<file path="src/iis_pkg.sv">
// shared constants and types for the streaming integral image block
package iis_pkg;

    // fixed field widths
    localparam int PIXEL_W    = 8;
    localparam int ROW_SUM_W  = 18;
    localparam int AREA_SUM_W = 28;
    localparam int CFG_DATA_W = 11;
    localparam int CFG_IDX_W  = 2;
    // wide enough for any size up to 4096 and for an 11-bit register value
    localparam int SIZE_W     = 13;

    // default line store and frame limits
    localparam int DEFAULT_MAX_WIDTH  = 1024;
    localparam int DEFAULT_MAX_HEIGHT = 1024;

    // register indexes
    localparam logic [CFG_IDX_W-1:0] REG_IMAGE_WIDTH  = 2'd0;
    localparam logic [CFG_IDX_W-1:0] REG_IMAGE_HEIGHT = 2'd1;

    // register reset values
    localparam logic [CFG_DATA_W-1:0] IMAGE_WIDTH_RESET  = 11'd20;
    localparam logic [CFG_DATA_W-1:0] IMAGE_HEIGHT_RESET = 11'd15;

    // position flags of one pixel, passed from the position tracker
    typedef struct packed {
        logic first_row;
        logic row_end;
        logic frame_end;
    } pos_flags_t;

endpackage

</file>
<file path="src/iis_pos.sv">
// raster position counters and running row sum
module iis_pos #(
    parameter int MAX_WIDTH  = iis_pkg::DEFAULT_MAX_WIDTH,
    parameter int MAX_HEIGHT = iis_pkg::DEFAULT_MAX_HEIGHT,
    localparam int COL_W = (MAX_WIDTH  > 1) ? $clog2(MAX_WIDTH)  : 1,
    localparam int ROW_W = (MAX_HEIGHT > 1) ? $clog2(MAX_HEIGHT) : 1
) (
    input  logic                            aclk,
    input  logic                            aresetn,
    input  logic                            accept,
    input  logic [iis_pkg::PIXEL_W-1:0]     pixel_value,
    input  logic [iis_pkg::CFG_DATA_W-1:0]  image_width,
    input  logic [iis_pkg::CFG_DATA_W-1:0]  image_height,
    output logic [COL_W-1:0]                col_addr,
    output logic [iis_pkg::ROW_SUM_W-1:0]   row_sum,
    output iis_pkg::pos_flags_t             flags
);

    logic [COL_W-1:0]               col_reg, col_next;
    logic [ROW_W-1:0]               row_reg, row_next;
    logic [iis_pkg::ROW_SUM_W-1:0]  row_sum_reg, row_sum_next;
    logic [iis_pkg::SIZE_W-1:0]     width_ext, height_ext;
    logic [iis_pkg::SIZE_W-1:0]     width_eff, height_eff;
    logic                           row_end, frame_end;

    // zero acts as one, oversize is clamped
    always_comb begin
        width_ext  = iis_pkg::SIZE_W'(image_width);
        height_ext = iis_pkg::SIZE_W'(image_height);
        if (width_ext == '0) begin
            width_eff = iis_pkg::SIZE_W'(1);
        end else if (width_ext > iis_pkg::SIZE_W'(MAX_WIDTH)) begin
            width_eff = iis_pkg::SIZE_W'(MAX_WIDTH);
        end else begin
            width_eff = width_ext;
        end
        if (height_ext == '0) begin
            height_eff = iis_pkg::SIZE_W'(1);
        end else if (height_ext > iis_pkg::SIZE_W'(MAX_HEIGHT)) begin
            height_eff = iis_pkg::SIZE_W'(MAX_HEIGHT);
        end else begin
            height_eff = height_ext;
        end
    end

    assign row_end   = iis_pkg::SIZE_W'(col_reg) >= (width_eff - iis_pkg::SIZE_W'(1));
    assign frame_end = row_end &&
                       (iis_pkg::SIZE_W'(row_reg) >= (height_eff - iis_pkg::SIZE_W'(1)));

    always_comb begin
        if (col_reg == '0) begin
            row_sum_next = iis_pkg::ROW_SUM_W'(pixel_value);
        end else begin
            row_sum_next = row_sum_reg + iis_pkg::ROW_SUM_W'(pixel_value);
        end
        if (row_end) begin
            col_next = '0;
            row_next = frame_end ? '0 : row_reg + ROW_W'(1);
        end else begin
            col_next = col_reg + COL_W'(1);
            row_next = row_reg;
        end
    end

    always_ff @(posedge aclk) begin
        if (!aresetn) begin
            col_reg     <= '0;
            row_reg     <= '0;
            row_sum_reg <= '0;
        end else if (accept) begin
            col_reg     <= col_next;
            row_reg     <= row_next;
            row_sum_reg <= row_sum_next;
        end
    end

    assign col_addr        = col_reg;
    assign row_sum         = row_sum_next;
    assign flags.first_row = (row_reg == '0);
    assign flags.row_end   = row_end;
    assign flags.frame_end = frame_end;

endmodule

</file>
<file path="config.mk">
export PLATFORM = sky130hd
export DESIGN_NAME = iis_pos
export DESIGN_NICKNAME = d
export VERILOG_FILES = /design/src/iis_pkg.sv /design/src/iis_pos.sv
export SDC_FILE = /design/constraint.sdc
export NUM_CORES = 1
export LEC_CHECK = 0
export ABC_AREA = 1
export BUFFER_PORTS_ARGS = -buffer_cell sky130_fd_sc_hd__buf_2
export CORE_AREA = 2 2 83 85
export CTS_CLUSTER_SIZE = 10
export DETAILED_ROUTE_END_ITERATION = 7
export DIE_AREA = 0 0 85 87
export GPL_TIMING_DRIVEN = 0
export PLACE_DENSITY = 0.81
export REMOVE_ABC_BUFFERS = 1
export SLEW_MARGIN = 20
export SYNTH_ARGS = -nofsm -noshare
export SYNTH_HDL_FRONTEND = slang
export SYNTH_SLANG_ARGS = --single-unit
</file>
<file path="constraint.sdc">
create_clock -name aclk -period 7.3 [get_ports aclk]
set_input_delay 1.825 -clock aclk [delete_from_list [all_inputs] [get_ports aclk]]
set_output_delay 1.825 -clock aclk [all_outputs]
set_load 0.005 [all_outputs]
</file>
==> results.tsv <==
stage	metric	value	unit
global_routing	grt_start_max_net_pins	39	
worst_setup_path	cp-end-kind	output pin	
logic_synthesis	synth-async-reset-ratio	0	
clock_network	h-tree-depth	2	
timing	tns	0	ps
logic_synthesis	synth_area_leader_cell	dfxtp_1	
timing	setup_viol	0	
logic_synthesis	ys_types	46	
worst_setup_path	crit_family	simple AND/OR/NAND/NOR gates	
floorplan	initial_utilization	0.570	
logic_synthesis	yosysSeqAreaShare	0.203	
worst_setup_path	critical_path_class	primary input to output pin	
floorplan	die_height	87	um
worst_setup_path	crit_slowest_cell	o21bai_4	
final_layout	layout_commonest_cell	nand2_1	
power_and_ir_drop	clkPwrFrac	0.323	
drt	wl	8660	um
clock_network	cts_hold_buf	0	
drt	drc	0	
worst_setup_path	slowest_delay	320	ps
placed_design	portBuffers	63	
timing	hold_viol_final	0	
floorplan	die_w	85	um
drt	viasPerCell	5.43	
worst_setup_path	start_kind	primary input	
global_routing	grt_overflow	0	
placed_design	place_hpwl	6700	um
timing	clock_skew	9.87	ps
placed_design	routabilityCongestion	0.854	
drt	route.vias.total	3920	
worst_hold_path	worstHoldPathType	register to register	
power_and_ir_drop	p_per_area	134	nW/um2
clock_network	clock-sinks	38	
drt	first_pass_iters	5	
floorplan	die_area	7400	um2
logic_synthesis	synth_top_area_share	0.203	
clock_network	post-cts-setup-buffers	0	
global_routing	grt_pass1_vias	3487	
floorplan	coreArea	6570	um2
timing	rsz0062_at_grt	no	
final_layout	antenna_cells	0	
final_layout	post-route-cell-area	4180	um2
timing	worst_slew_pin_slew	837	ps
power_and_ir_drop	combPwrFrac	0.285	
power_and_ir_drop	cell_internal_pwr	0.000375	W
power_and_ir_drop	peakVddDrop	0.0856	mV
logic_synthesis	ys_seq_elements	38	
power_and_ir_drop	seq_power_share	0.393	
clock_network	cts_resized	0	
global_routing	grt_use_total	0.234	
worst_setup_path	worst_ep_arrival_time	4820	ps
final_layout	largest_reg_flops	18	
final_layout	final_cell_mix	133 x nand2_1, 71 x inv_1, 71 x nor2_1	
worst_setup_path	path_common_cell	nand2_1	
timing	fmax	0.151	GHz
final_layout	multiInputGateArea	2570	um2
floorplan	core.rowCount	30	
logic_synthesis	yosysWarnings	0	
clock_network	clk_path_buf_depth	2	
timing	fin_crit	6640	ps
drt	drtIter0Drc	203	
run	maxCapViolCount	0	
final_layout	seqCellArea	761	um2
global_routing	grt_pass1_wl	14500	um
clock_network	clk-insertion-delay-late	300	ps
worst_setup_path	critical_path.max_fanout	13	
timing	finalMaxSlewViolations	0	
final_layout	area_growth	11.6	%
logic_synthesis	synthCells	586	
logic_synthesis	synth_edf_count	0	
power_and_ir_drop	power.switching	0.000185	W
clock_network	cts_root_buffer	clkbuf_8	
worst_setup_path	path_cells	buf_2 -> nor2_1 -> nand2_1 -> o21bai_4 -> nand2_1 -> ha_1 -> nand2_1 -> inv_2 -> nand2_2 -> xnor2_1 -> ha_1 -> nand2_1 -> o21bai_1 -> nor2_1 -> nand3_1 -> a21oi_1 -> a21oi_1 -> nand2_1 -> nor2_1 -> buf_2	
worst_setup_path	path_buf_inv	3	
logic_synthesis	syn_area	3750	um2
logic_synthesis	ys.flop_type	dfxtp_1	
run_status	outcome	completed	
logic_synthesis	avgSynthCellArea	6.39	um2
final_layout	nFillCells	618	
worst_setup_path	critPathRequiredTime	5480	ps
timing	max_slew_margin	0.442	
power_and_ir_drop	p_sw_frac	0.331	
clock_network	cts_tree	yes	
timing	period_share	0.910	
placed_design	dpl_cell_area	4070	um2
clock_network	clk_pin_slew	80	ps
clock_network	cts_buffers	5	
final_layout	nets	709	
drt	final_antenna_net_count	0	
drt	avgRoutedWirePerCell	12.0	um
power_and_ir_drop	p_leak	2.14	nW
global_routing	antenna_found_initial	0	
logic_synthesis	synth_area_leaders	dfxtp_1 20%, nand2_1 13%, ha_1 11%	
floorplan	io-pin-count	64	
final_layout	layout-drive-gt1-share	0.181	
-- area by class of cell --
| class | count | area share |
|---|---|---|
| Clock inverter | 3 | 0.00958 |
| Clock buffer | 5 | 0.0165 |
| Timing Repair Buffer | 63 | 0.0754 |
| Multi-Input combinational cell | 445 | 0.614 |
| Inverter | 88 | 0.0790 |
| Sequential cell | 38 | 0.182 |
| Tap cell | 80 | 0.0239 |
-- per-stage QoR --
stage / power (W) / util / cells / setup WS (ps) / hold slack, ps
floorplan: 0.000331 / - / 571 / 1380 / 472
global placement: 0.000377 / 0.620 / 714 / 803 / 488
detailed placement: 0.000383 / 0.620 / 714 / 700 / 490
CTS: 0.000564 / 0.637 / 722 / 659 / 504
global route: 0.000596 / 0.637 / 722 / 244 / 548
finish: 0.000561 / 0.637 / 722 / 657 / 507
-- power by group through the flow --
stage	registers (W)	clock network (W)	logic (W)
2_1_floorplan	0.000224	0	0.000107
3_3_place_gp	0.000224	0	0.000153
3_5_place_dp	0.000225	0	0.000158
4_1_cts	0.000220	0.000185	0.000159
5_1_grt	0.000221	0.000194	0.000181
6_report	0.000220	0.000181	0.000160
-- routing by layer --
metal,vias to the layer above,track usage,share of wire
met5,-,0,0
met4,0,0.0664,0.017
met3,20,0.0294,0.044
met2,113,0.425,0.49
met1,1778,0.288,0.45
li1,2009,-,-
-- final timing paths --
check,startpoint,end,slack [ps],cells after the start
worst max-delay path,image_width[6],flags[0],660,20
worst min-delay path,row_sum_reg[10],row_sum_reg[10],510,2
worst max register to register,row_sum_reg[0],row_sum_reg[12],4840,13
worst min register to register,row_sum_reg[10],row_sum_reg[10],510,2
-- synth_stat cells (all sizes together), types with 2 or more instances --
library cell / instances
xor2: 19
clkbuf: 9
nand3: 27
buf: 6
clkinv: 3
nand4: 22
a21oi: 40
nor3: 13
nor2: 73
nand2: 143
inv: 85
o21ai: 44
xnor2: 9
dfxtp: 38
nor4: 2
or2: 4
ha: 34
o21bai: 3
nand3b: 2
o211ai: 2
-- logic make-up after synthesis --
logic type / count (synthesis) / share of synthesized area
simple gates: 289 / 0.355
buf+inv: 103 / 0.112
compound gates: 93 / 0.145
flops: 38 / 0.203
fa+ha+maj: 35 / 0.119
xor+xnor: 28 / 0.0655
-- worst min-delay path, delay by kind of cell, from the launching register on --
family	cells	cell delay, ps
DFF	1	340
AOI/OAI and AO/OA	1	50
and+or+nand+nor	1	70
Note: power is estimated with default switching activity, not from simulation.
